$ cat config.mk
export PLATFORM = sky130hd
export DESIGN_NAME = nes_fme7_bank_mapper_top_flat
export DESIGN_NICKNAME = d
export VERILOG_FILES = /design/src/rtl/nbm_pkg.sv /design/src/rtl/nbm_if.sv /design/src/rtl/nbm_core.sv /design/src/rtl/nbm_skid.sv /design/src/rtl/nes_fme7_bank_mapper_top.sv /design/src/flat_wrapper.sv
export SDC_FILE = /design/constraint.sdc
export NUM_CORES = 1
export LEC_CHECK = 0
export ABC_AREA = 1
export BUFFER_PORTS_ARGS = -buffer_cell sky130_fd_sc_hd__buf_2
export CELL_PAD_IN_SITES_DETAIL_PLACEMENT = 0
export CELL_PAD_IN_SITES_GLOBAL_PLACEMENT = 1
export CORE_MARGIN = 1.5
export CORE_UTILIZATION = 47
export DETAILED_ROUTE_END_ITERATION = 6
export HOLD_SLACK_MARGIN = 0.02
export PLACE_DENSITY_LB_ADDON = 0.08
export SYNTH_ARGS = -nofsm -noshare
export SYNTH_HDL_FRONTEND = slang
export SYNTH_SLANG_ARGS = --single-unit
$ cat constraint.sdc
create_clock -name clk -period 4.52 [get_ports clk]
set_input_delay 0.226 -clock clk [delete_from_list [all_inputs] [get_ports clk]]
set_output_delay 0.226 -clock clk [all_outputs]
set_load 0.01 [all_outputs]
$ cat src/rtl/nbm_pkg.sv
`default_nettype none

package nbm_pkg;

  localparam int PRG_BANK_BITS = 6;
  localparam int CHR_SLOTS = 8;
  localparam int CHR_IDX_W = $clog2(CHR_SLOTS);
  localparam int PRG_REGS = 4;
  localparam int PRG_IDX_W = $clog2(PRG_REGS);
  localparam int COUNT_W = 7;
  localparam int CFG_IDX_W = 1;
  localparam int CFG_DATA_W = 8;

  localparam logic [7:0] PRG_FIELD_MASK = 8'((1 << PRG_BANK_BITS) - 1);
  localparam logic [COUNT_W-1:0] PRG_COUNT_RESET = 7'd64;
  localparam logic [1:0] RAM_ENABLE_BITS = 2'b11;

  localparam logic [7:0] PRG_RESET [PRG_REGS] = '{8'h40, 8'h00, 8'h01, 8'h02};

  typedef enum logic [1:0] {
    FUNC_CPU_WRITE  = 2'd0,
    FUNC_TICK       = 2'd1,
    FUNC_PPU_LOOKUP = 2'd2,
    FUNC_CPU_LOOKUP = 2'd3
  } func_t;

  typedef enum logic [1:0] {
    TGT_ROM      = 2'd0,
    TGT_RAM      = 2'd1,
    TGT_UNMAPPED = 2'd2
  } target_t;

  typedef enum logic [CFG_IDX_W-1:0] {
    REG_PRG_BANK_COUNT = 1'b0,
    REG_HAS_RAM        = 1'b1
  } cfg_reg_t;

  localparam logic [3:0] CMD_CHR_FIRST = 4'h0;
  localparam logic [3:0] CMD_CHR_LAST  = 4'h7;
  localparam logic [3:0] CMD_PRG_FIRST = 4'h8;
  localparam logic [3:0] CMD_PRG_LAST  = 4'hB;
  localparam logic [3:0] CMD_MIRROR    = 4'hC;
  localparam logic [3:0] CMD_IRQ_CTRL  = 4'hD;
  localparam logic [3:0] CMD_COUNT_LO  = 4'hE;
  localparam logic [3:0] CMD_COUNT_HI  = 4'hF;

  localparam logic [2:0] WIN_CHR_LO  = 3'b000;
  localparam logic [2:0] WIN_PRG_RAM = 3'b011;
  localparam logic [2:0] WIN_CMD     = 3'b100;
  localparam logic [2:0] WIN_PARAM   = 3'b101;
  localparam logic [2:0] WIN_FIXED   = 3'b111;

  localparam logic [1:0] IRQ_CTRL_ALL = 2'b11;

  typedef struct packed {
    func_t       func;
    logic [15:0] address;
    logic [7:0]  data;
  } req_t;

  typedef struct packed {
    logic [7:0] bank;
    target_t    target;
    logic       ram_write;
    logic       irq;
    logic [1:0] mirror;
  } rsp_t;

endpackage

`default_nettype wire

$ cat src/rtl/nbm_if.sv
`default_nettype none

interface nbm_req_if;
  logic        valid;
  logic        ready;
  logic [1:0]  func;
  logic [15:0] address;
  logic [7:0]  data;

  modport source (output valid, func, address, data, input ready);
  modport sink (input valid, func, address, data, output ready);
endinterface

interface nbm_rsp_if;
  logic       valid;
  logic       ready;
  logic [7:0] bank;
  logic [1:0] target;
  logic       ram_write;
  logic       irq;
  logic [1:0] mirror;

  modport source (output valid, bank, target, ram_write, irq, mirror, input ready);
  modport sink (input valid, bank, target, ram_write, irq, mirror, output ready);
endinterface

interface nbm_cfg_if;
  logic       valid;
  logic       ready;
  logic       index;
  logic [7:0] wdata;

  modport source (output valid, index, wdata, input ready);
  modport sink (input valid, index, wdata, output ready);
endinterface

`default_nettype wire

$ cat src/rtl/nbm_core.sv
`default_nettype none

module nbm_core (
  input  wire logic                            clk,
  input  wire logic                            rst,
  input  wire logic                            acc,
  input  wire nbm_pkg::req_t                   req_d,
  input  wire logic                            cfg_we,
  input  wire logic [nbm_pkg::CFG_IDX_W-1:0]   cfg_idx,
  input  wire logic [nbm_pkg::CFG_DATA_W-1:0]  cfg_wdata,
  output nbm_pkg::rsp_t                        rsp_d
);
  import nbm_pkg::*;

  logic [COUNT_W-1:0] prg_bank_count;
  logic               has_ram;
  logic [3:0]         command_latch;
  logic [7:0]         chr_bank [CHR_SLOTS];
  logic [7:0]         prg_bank [PRG_REGS];
  logic [1:0]         mirror_select;
  logic [1:0]         irq_control;
  logic [15:0]        irq_counter;
  logic               irq_pending;

  logic [3:0]         command_latch_next;
  logic [7:0]         chr_bank_next [CHR_SLOTS];
  logic [7:0]         prg_bank_next [PRG_REGS];
  logic [1:0]         mirror_select_next;
  logic [1:0]         irq_control_next;
  logic [15:0]        irq_counter_next;
  logic               irq_pending_next;

  logic [7:0]         mask;
  logic [PRG_IDX_W-1:0] prg_idx;

  assign mask = ({1'b0, prg_bank_count} - 8'd1) & PRG_FIELD_MASK;
  assign prg_idx = PRG_IDX_W'(2'd1 + req_d.address[14:13]);

  always_comb begin
    command_latch_next = command_latch;
    chr_bank_next      = chr_bank;
    prg_bank_next      = prg_bank;
    mirror_select_next = mirror_select;
    irq_control_next   = irq_control;
    irq_counter_next   = irq_counter;
    irq_pending_next   = irq_pending;
    rsp_d.bank         = 8'd0;
    rsp_d.target       = TGT_UNMAPPED;
    rsp_d.ram_write    = 1'b0;

    unique case (req_d.func)
      FUNC_CPU_WRITE: begin
        if (req_d.address[15:13] == WIN_PRG_RAM) begin
          rsp_d.ram_write = (prg_bank[0][7:6] == RAM_ENABLE_BITS) && has_ram;
        end else if (req_d.address[15:13] == WIN_CMD) begin
          command_latch_next = req_d.data[3:0];
        end else if (req_d.address[15:13] == WIN_PARAM) begin
          unique case (command_latch) inside
            [CMD_CHR_FIRST:CMD_CHR_LAST]: begin
              chr_bank_next[command_latch[CHR_IDX_W-1:0]] = req_d.data;
            end
            [CMD_PRG_FIRST:CMD_PRG_LAST]: begin
              prg_bank_next[command_latch[PRG_IDX_W-1:0]] = req_d.data;
            end
            CMD_MIRROR: begin
              mirror_select_next = req_d.data[1:0];
            end
            CMD_IRQ_CTRL: begin
              irq_control_next = {req_d.data[7], req_d.data[0]};
              irq_pending_next = 1'b0;
            end
            CMD_COUNT_LO: begin
              irq_counter_next = {irq_counter[15:8], req_d.data};
            end
            default: begin
              irq_counter_next = {req_d.data, irq_counter[7:0]};
            end
          endcase
        end
      end
      FUNC_TICK: begin
        if (irq_control[1]) begin
          irq_counter_next = irq_counter - 16'd1;
          if (irq_counter == 16'd1 && irq_control == IRQ_CTRL_ALL) begin
            irq_pending_next = 1'b1;
          end
        end
      end
      FUNC_PPU_LOOKUP: begin
        if (req_d.address[15:13] == WIN_CHR_LO) begin
          rsp_d.bank   = chr_bank[req_d.address[10 +: CHR_IDX_W]];
          rsp_d.target = TGT_ROM;
        end
      end
      default: begin
        if (req_d.address[15:13] == WIN_FIXED) begin
          rsp_d.bank   = mask;
          rsp_d.target = TGT_ROM;
        end else if (req_d.address[15]) begin
          rsp_d.bank   = prg_bank[prg_idx] & mask;
          rsp_d.target = TGT_ROM;
        end else if (req_d.address[15:13] == WIN_PRG_RAM) begin
          if (!prg_bank[0][6]) begin
            rsp_d.bank   = prg_bank[0] & mask;
            rsp_d.target = TGT_ROM;
          end else if (prg_bank[0][7] && has_ram) begin
            rsp_d.target = TGT_RAM;
          end
        end
      end
    endcase

    rsp_d.irq    = irq_pending_next;
    rsp_d.mirror = mirror_select_next;
  end

  always_ff @(posedge clk) begin
    if (rst) begin
      prg_bank_count <= PRG_COUNT_RESET;
      has_ram        <= 1'b0;
      command_latch  <= 4'd0;
      for (int i = 0; i < CHR_SLOTS; i++) begin
        chr_bank[i] <= 8'(i);
      end
      prg_bank       <= PRG_RESET;
      mirror_select  <= 2'd0;
      irq_control    <= 2'd0;
      irq_counter    <= 16'd0;
      irq_pending    <= 1'b0;
    end else begin
      if (cfg_we) begin
        unique case (cfg_reg_t'(cfg_idx))
          REG_PRG_BANK_COUNT: prg_bank_count <= cfg_wdata[COUNT_W-1:0];
          default:            has_ram <= cfg_wdata[0];
        endcase
      end
      if (acc) begin
        command_latch <= command_latch_next;
        chr_bank      <= chr_bank_next;
        prg_bank      <= prg_bank_next;
        mirror_select <= mirror_select_next;
        irq_control   <= irq_control_next;
        irq_counter   <= irq_counter_next;
        irq_pending   <= irq_pending_next;
      end
    end
  end

endmodule

`default_nettype wire

$ cat src/rtl/nbm_skid.sv
`default_nettype none

module nbm_skid (
  input  wire logic           clk,
  input  wire logic           rst,
  input  wire logic           push,
  input  wire nbm_pkg::rsp_t  push_data,
  output logic                push_ready,
  output logic                pop_valid,
  input  wire logic           pop_ready,
  output nbm_pkg::rsp_t       pop_data
);
  import nbm_pkg::*;

  logic main_valid;
  rsp_t main_item;
  logic skid_valid;
  rsp_t skid_item;

  assign push_ready = !skid_valid;
  assign pop_valid  = main_valid;
  assign pop_data   = main_item;

  always_ff @(posedge clk) begin
    if (rst) begin
      main_valid <= 1'b0;
      skid_valid <= 1'b0;
    end else if (main_valid && pop_ready) begin
      if (skid_valid) begin
        skid_valid <= 1'b0;
      end else begin
        main_valid <= push;
      end
    end else if (push) begin
      if (main_valid) begin
        skid_valid <= 1'b1;
      end else begin
        main_valid <= 1'b1;
      end
    end
  end

  always_ff @(posedge clk) begin
    if (main_valid && pop_ready) begin
      main_item <= skid_valid ? skid_item : push_data;
    end else if (push && !main_valid) begin
      main_item <= push_data;
    end
    if (push && main_valid && !pop_ready) begin
      skid_item <= push_data;
    end
  end

endmodule

`default_nettype wire

$ cat src/rtl/nes_fme7_bank_mapper_top.sv
// Each result is registered in the output buffer when its item is accepted on req.
// Throughput: one item per cycle; a two-entry output buffer keeps req ready
// while one result waits, so req stalls only when two results are unclaimed.
// Configuration writes are taken in every cycle and act from the next cycle.
// Reset (rst, synchronous, active high) restores the power-up bank registers,
// clears the command, mirroring and interrupt state, and empties the output.
`default_nettype none

module nes_fme7_bank_mapper_top (
  input  wire logic clk,
  input  wire logic rst,
  nbm_req_if.sink   req,
  nbm_rsp_if.source rsp,
  nbm_cfg_if.sink   cfg
);
  import nbm_pkg::*;

  logic acc;
  req_t req_d;
  rsp_t rsp_d;
  rsp_t rsp_q;

  assign acc   = req.valid && req.ready;
  assign req_d = '{func: func_t'(req.func), address: req.address, data: req.data};

  assign cfg.ready = 1'b1;

  nbm_core u_core (
    .clk       (clk),
    .rst       (rst),
    .acc       (acc),
    .req_d     (req_d),
    .cfg_we    (cfg.valid),
    .cfg_idx   (cfg.index),
    .cfg_wdata (cfg.wdata),
    .rsp_d     (rsp_d)
  );

  nbm_skid u_skid (
    .clk        (clk),
    .rst        (rst),
    .push       (acc),
    .push_data  (rsp_d),
    .push_ready (req.ready),
    .pop_valid  (rsp.valid),
    .pop_ready  (rsp.ready),
    .pop_data   (rsp_q)
  );

  assign rsp.bank      = rsp_q.bank;
  assign rsp.target    = rsp_q.target;
  assign rsp.ram_write = rsp_q.ram_write;
  assign rsp.irq       = rsp_q.irq;
  assign rsp.mirror    = rsp_q.mirror;

endmodule

`default_nettype wire

$ cat src/flat_wrapper.sv
// flat-port wrapper written by rule: the top's interface ports become plain ports
module nes_fme7_bank_mapper_top_flat import nbm_pkg::*;
  (clk, rst, req_valid, req_func, req_address, req_data, req_ready, rsp_valid, rsp_bank, rsp_target, rsp_ram_write, rsp_irq, rsp_mirror, rsp_ready, cfg_valid, cfg_index, cfg_wdata, cfg_ready);
  nbm_req_if req_i ();
  nbm_rsp_if rsp_i ();
  nbm_cfg_if cfg_i ();
  input  wire logic clk;
  input  wire logic rst;
  input wire logic [$bits(req_i.valid)-1:0] req_valid;
  input wire logic [$bits(req_i.func)-1:0] req_func;
  input wire logic [$bits(req_i.address)-1:0] req_address;
  input wire logic [$bits(req_i.data)-1:0] req_data;
  output wire logic [$bits(req_i.ready)-1:0] req_ready;
  output wire logic [$bits(rsp_i.valid)-1:0] rsp_valid;
  output wire logic [$bits(rsp_i.bank)-1:0] rsp_bank;
  output wire logic [$bits(rsp_i.target)-1:0] rsp_target;
  output wire logic [$bits(rsp_i.ram_write)-1:0] rsp_ram_write;
  output wire logic [$bits(rsp_i.irq)-1:0] rsp_irq;
  output wire logic [$bits(rsp_i.mirror)-1:0] rsp_mirror;
  input wire logic [$bits(rsp_i.ready)-1:0] rsp_ready;
  input wire logic [$bits(cfg_i.valid)-1:0] cfg_valid;
  input wire logic [$bits(cfg_i.index)-1:0] cfg_index;
  input wire logic [$bits(cfg_i.wdata)-1:0] cfg_wdata;
  output wire logic [$bits(cfg_i.ready)-1:0] cfg_ready;
  assign req_i.valid = req_valid;
  assign req_i.func = req_func;
  assign req_i.address = req_address;
  assign req_i.data = req_data;
  assign req_ready = req_i.ready;
  assign rsp_valid = rsp_i.valid;
  assign rsp_bank = rsp_i.bank;
  assign rsp_target = rsp_i.target;
  assign rsp_ram_write = rsp_i.ram_write;
  assign rsp_irq = rsp_i.irq;
  assign rsp_mirror = rsp_i.mirror;
  assign rsp_i.ready = rsp_ready;
  assign cfg_i.valid = cfg_valid;
  assign cfg_i.index = cfg_index;
  assign cfg_i.wdata = cfg_wdata;
  assign cfg_ready = cfg_i.ready;
  nes_fme7_bank_mapper_top u_core (.clk(clk), .rst(rst), .req(req_i), .rsp(rsp_i), .cfg(cfg_i));
endmodule
Word-level counts from Yosys, hierarchy flattened:

Index checks and enable logic that the tools add are counted.

* mux-type cells: 46
* reduce and logical (&&, ||, !) cells: 33
* bitwise operators: 9
* equal/unequal tests: 20
* order comparisons: 10
* add/sub/neg operators: 3

Operators by type and width (number)
* $bwmux W64: 1
* $mux W16: 4
* $pmux W16 S2: 2
* $mux W8: 7
* $mux W14: 3
* $mux W10: 4
* $bwmux W32: 1
* $bmux W8 S3: 1
* $demux W8 S3: 1
* $pmux W10 S2: 1
* $reduce_and A6 Y1: 3
* $and A8 B6 Y8: 2
* $bmux W8 S2: 1
* $demux W8 S2: 1
* $eq A16 B1 Y1 const B: 1
* $ne A2 B2 Y1 const B: 8
* $reduce_and A8 Y1: 2
* $sub A16 B1 Y16 const B: 1
* $mux W2: 7
* $eq A4 B4 Y1 const B: 3
* $ge A4 B4 Y1 const B: 3
* $logic_and A1 B1 Y1: 12
* $mux W1: 11
* $eq A3 B3 Y1 const B: 3
* other kinds (23): 38

* input port bits: 40
* bits in registers: 158
* output and inout bits: 17
* logic and storage cells: 153

Depth between registers and ports, before layout:

* depth in word-level cells: 11
* mapped depth: 13
* depth with buffers taken out: 11

Modules after synthesis:

Synthesis repeated with hierarchy kept, for this count alone.

* cell total of the unflattened synthesis: 1066
* area, all modules: 7547.2 um^2

Modules (own cells, without submodules)
* nbm_core: area an instance 6386.1 um^2, instances 1, cells an instance 974, sequential area each 2442.3 um^2
* nbm_skid: area an instance 1142.3 um^2, instances 1, cells an instance 88, sequential area each 880.8 um^2
* nes_fme7_bank_mapper_top: area an instance 18.8 um^2, instances 1, cells an instance 4, sequential area each 0.0 um^2

Least setup slack after synthesis:

OpenSTA, ideal clock, no wires.

* path kind: flip-flop to flip-flop
* from: register u_core.u_skid.skid_valid
* to: register u_core.u_skid.main_item, in the netlist u_core.u_skid.pop_data[0] (enable)
* period minus slack after synthesis: 2.044 ns
* data required time: 4.116 ns
* buffers on the path: 0
* slack: 2.476 ns
* library setup time: 0.404 ns
* arrival: 1.639 ns
* cell stages (with the launch flop): 4
* cells stage by stage: dfxtp_1 > nor2_4 > inv_1 > o21ai_0

* word-level cells in the longest chain between the ends: 4

RTL lines
* from (decl): line nbm_skid.sv:17 `logic skid_valid;`
* from (signal assigned): line nbm_skid.sv:27 `skid_valid <= 1'b0;`
* from (signal assigned): line nbm_skid.sv:30 `skid_valid <= 1'b0;`
* from (signal assigned): line nbm_skid.sv:36 `skid_valid <= 1'b1;`
* $logic_not A1 Y1: line nbm_skid.sv:20 `assign push_ready = !skid_valid;`
* $logic_and A1 B1 Y1: line nes_fme7_bank_mapper_top.sv:23 `assign acc = req.valid && req.ready;`
* $logic_and A1 B1 Y1: line nbm_skid.sv:46 `end else if (push && !main_valid) begin`
* $reduce_bool A2 Y1 (no line)
* to (signal assigned): line nbm_skid.sv:45 `main_item <= skid_valid ? skid_item : push_data;`
* to (signal assigned): line nbm_skid.sv:47 `main_item <= push_data;`
* to (decl): line nbm_skid.sv:16 `rsp_t main_item;`

No other way between the ends.
A chain may end at the register's enable or synchronous reset.

==> impl_metrics.ini <==
[logic_synthesis]
ys_seq_area_share_pct = 43.0
yosysWarningCount = 0
synth.top_cells.by_count = nand2_1 (320), nor2_1 (160), nand3_1 (136)
synth_cells = 1132
syn_avg_cell_area_um2 = 6.83
synth-async-reset-ratio_pct = 0
ys_types = 37
synth_top_cell_area_share_pct = 32.1
yosys-top-cells-area = dfxtp_1 (32%), nand2_1 (16%), edfxtp_1 (11%), nand3_1 (8.8%), nor2_1 (7.8%)
syn-num-nets = 1178
post-synth-top-count-cell = nand2_1
ys.flop_type = dfxtp_1
synth_edf_count = 28
ys_ff_latch = 152
yosys.area.top_type = dfxtp_1
synthesis.area_mm2 = 0.00773

[route]
wirelength_mm = 21.3
drtPass1Iterations = 5
vias = 7105
wl_per_cell_um = 15.4
drt_iter0_markers = 667
ant_nets = 0
viasPerCell = 5.14
drc_errors = 0

[setup_path]
worstPathMaxFanout = 14
r2r-start = u_core.u_core.command_latch[0]
critical_path_class = in2reg
cp.buffers_inverters = 3
crit_arrival_ns = 2.51
end_kind = flop
crit_chain = buf_2, inv_1, ha_1, inv_1, nor4_2, nand3_1, nand2_1, nand2_1, nand2_1
cpPeakStageDelay_ns = 0.93
cp_common_cell = nand2_1
rr_worst_depth = 5
cp-start-kind = input port
critPathTopFamily = simple AND/OR/NAND/NOR gates
r2r_slack_ns = 2.44
critPathRequiredTime_ns = 4.82
slowest_stage = nor4_2
reg2reg_to = u_core.u_core.chr_bank[49]

[grt]
grt_pass1_vias = 6254
grt_pass1_wl_mm = 33.9
grt_max_degree = 70
grt_usage_pct = 25.1
gr-total-overflow = 0
grt_antenna_before_repair = 0

[place]
place_ws_ns = 1.87
dp.cells = 1348
gp_congestion = 0.832
hpwl_mm = 14.0
io_buffers = 43

[sta]
period_needed_ns = 2.21
fin_tns_setup_ns = 0
finalCritPeriodShare_pct = 48.9
skew_ns = 0.00783
timing.final.max_slew_violations = 0
maxSlewHeadroom_pct = 23.7
fmax_mhz = 452
rsz0062_at_grt = false
tightestPinTransition_ns = 1.13
setup_slack_ns = 2.31
setup_viol = 0
holdWs_ns = 0.0727
hold_viol = 0

[clock_network]
clk_pin_slew_ns = 0.06
hold_buffers = 2
h-tree-depth = 4
cts_resized = 0
cts_buffers = 17
clockBufferDepth = 2
clock-sinks = 152
postCtsSetupBuffers = 0
clockRootBuffer = clkbuf_16
cts_tree = built
clock_latency_ns = 0.43

[floorplanning]
die_y_um = 131
die_w_um = 131
core_area_mm2 = 0.0160
die_area_mm2 = 0.0172
start_util_pct = 48.3
ios = 57
rows = 46

[power_and_ir_drop]
clockPowerShare_pct = 45.2
netSwitchingFraction_pct = 25.6
combPwrFrac_pct = 9.3
p_switching_uw = 797
p_leak_uw = 0.00386
intPower_uw = 2320
p_seq_share_pct = 45.5
ir_drop_uv = 281
power.density_mw_per_mm2 = 361

[final_layout]
antenna_cells = 0
final_nets = 1199
drive_gt1_share_pct = 9.26
syn2layout_area_growth_pct = 11.4
instances_no_fill = 1382
utilization_pct = 53.8

[hold_path]
hold_class = in2reg
hold_end = u_core.u_core.has_ram
worstHoldStart = cfg_wdata[0]
whs_path_depth = 3

[job]
cap_viol_max_count = 0

[status]
status = completed
## routing by layer
| layer | global-route usage, % | up-vias | share of wire, % |
|---|---|---|---|
| met2 | 38.7 | 148 | 45 |
| met3 | 3.97 | 18 | 4.9 |
| met1 | 36.6 | 3248 | 49 |
| met5 | 0 | - | 0 |
| met4 | 6.37 | 0 | 1.1 |
| li1 | - | 3691 | - |
## power groups by stage
| stage | sequential, uW | clock [uW] | combinational [uW] |
|---|---|---|---|
| 5_1_grt | 1420 | 1490 | 322 |
| 6_report | 1420 | 1410 | 288 |
| 3_3_place_gp | 1450 | 0 | 286 |
| 3_5_place_dp | 1450 | 0 | 286 |
| 4_1_cts | 1420 | 1420 | 288 |
| 2_1_floorplan | 1450 | 0 | 187 |
## area by class of cell
class | instances | area, um^2
repair buffers | 52 | 288
inverters | 110 | 420
multi-input cells | 820 | 3740
flip-flops and latches | 152 | 3320
well taps | 216 | 270
clock inverters | 11 | 121
clock buffers | 21 | 450
fillers | 1741 | 7390
## cells in the final DEF, fill, tap and decap left out, drive strengths merged
master,count
clkinvlp,3
bufinv,2
clkbuf,21
ha,6
a21oi,81
clkinv,6
xnor2,2
o211ai,14
inv,110
o21ai,61
nand2,326
dlygate4sd3,2
buf,50
conb,1
nor4,1
nor2,169
edfxtp,28
nor3b,1
nand4,11
nor3,5
dfxtp,124
nand3,139
and3,1
a21boi,2
## registers in the layout, indices dropped and copies added (netlist names)
register,cells
u_core.u_core.mirror_select,2
u_core.u_skid.pop_data,14
u_core.u_skid.skid_item,14
u_core.u_core.chr_bank,64
u_core.u_skid.pop_valid,1
u_core.u_core.has_ram,1
u_core.u_skid.skid_valid,1
u_core.u_core.irq_counter,16
u_core.u_core.command_latch,4
u_core.u_core.prg_bank_count,6
u_core.u_core.irq_control,2
u_core.u_core.prg_bank,26
u_core.u_core.irq_pending,1
## worst register-to-register path: cells and delay by family (launching register included)
kind / cells / cell delay (ns)
AO/OA/AOI/OAI: 1 / 0.08
AND/OR/NAND/NOR: 3 / 1.10
buffers and inverters: 1 / 0.19
flip-flops: 1 / 0.57
## through the flow
stage / total power (uW) / cell area (um^2)
3_3_place_gp: 1730 / 8020
5_1_grt: 3230 / 8610
2_1_floorplan: 1640 / 7730
4_1_cts: 3130 / 8610
3_5_place_dp: 1730 / 8020
6_report: 3110 / 8610
## worst max-delay path by stage
stage | startpoint | to | slack, ns | cells after the start
after floorplan | u_core.u_skid.skid_valid | u_core.u_skid.pop_data[0] | 2.48 | 3
after global placement | req_address[13] | u_core.u_skid.pop_data[12] | 1.87 | 7
after detailed placement | req_address[13] | u_core.u_skid.pop_data[6] | 1.87 | 9
after CTS | req_address[13] | u_core.u_skid.pop_data[6] | 2.30 | 9
after global routing | req_address[13] | u_core.u_skid.pop_data[12] | 2.13 | 7
final | req_address[13] | u_core.u_skid.pop_data[7] | 2.31 | 9
## cell families (layout without fill, tap and decap cells)
kind of cell	Yosys count	in the layout	synth area share (%)
DFF	152	152	43.0
AOI/OAI and AO/OA	158	158	10.8
and+or+nand+nor	653	653	36.3
xor gates and xnor gates	2	2	0.227
other	1	1	0.0485
buffers and inverters	160	194	8.63
adders and majority gates	6	6	0.971
Power figures use the tool's default switching activity.
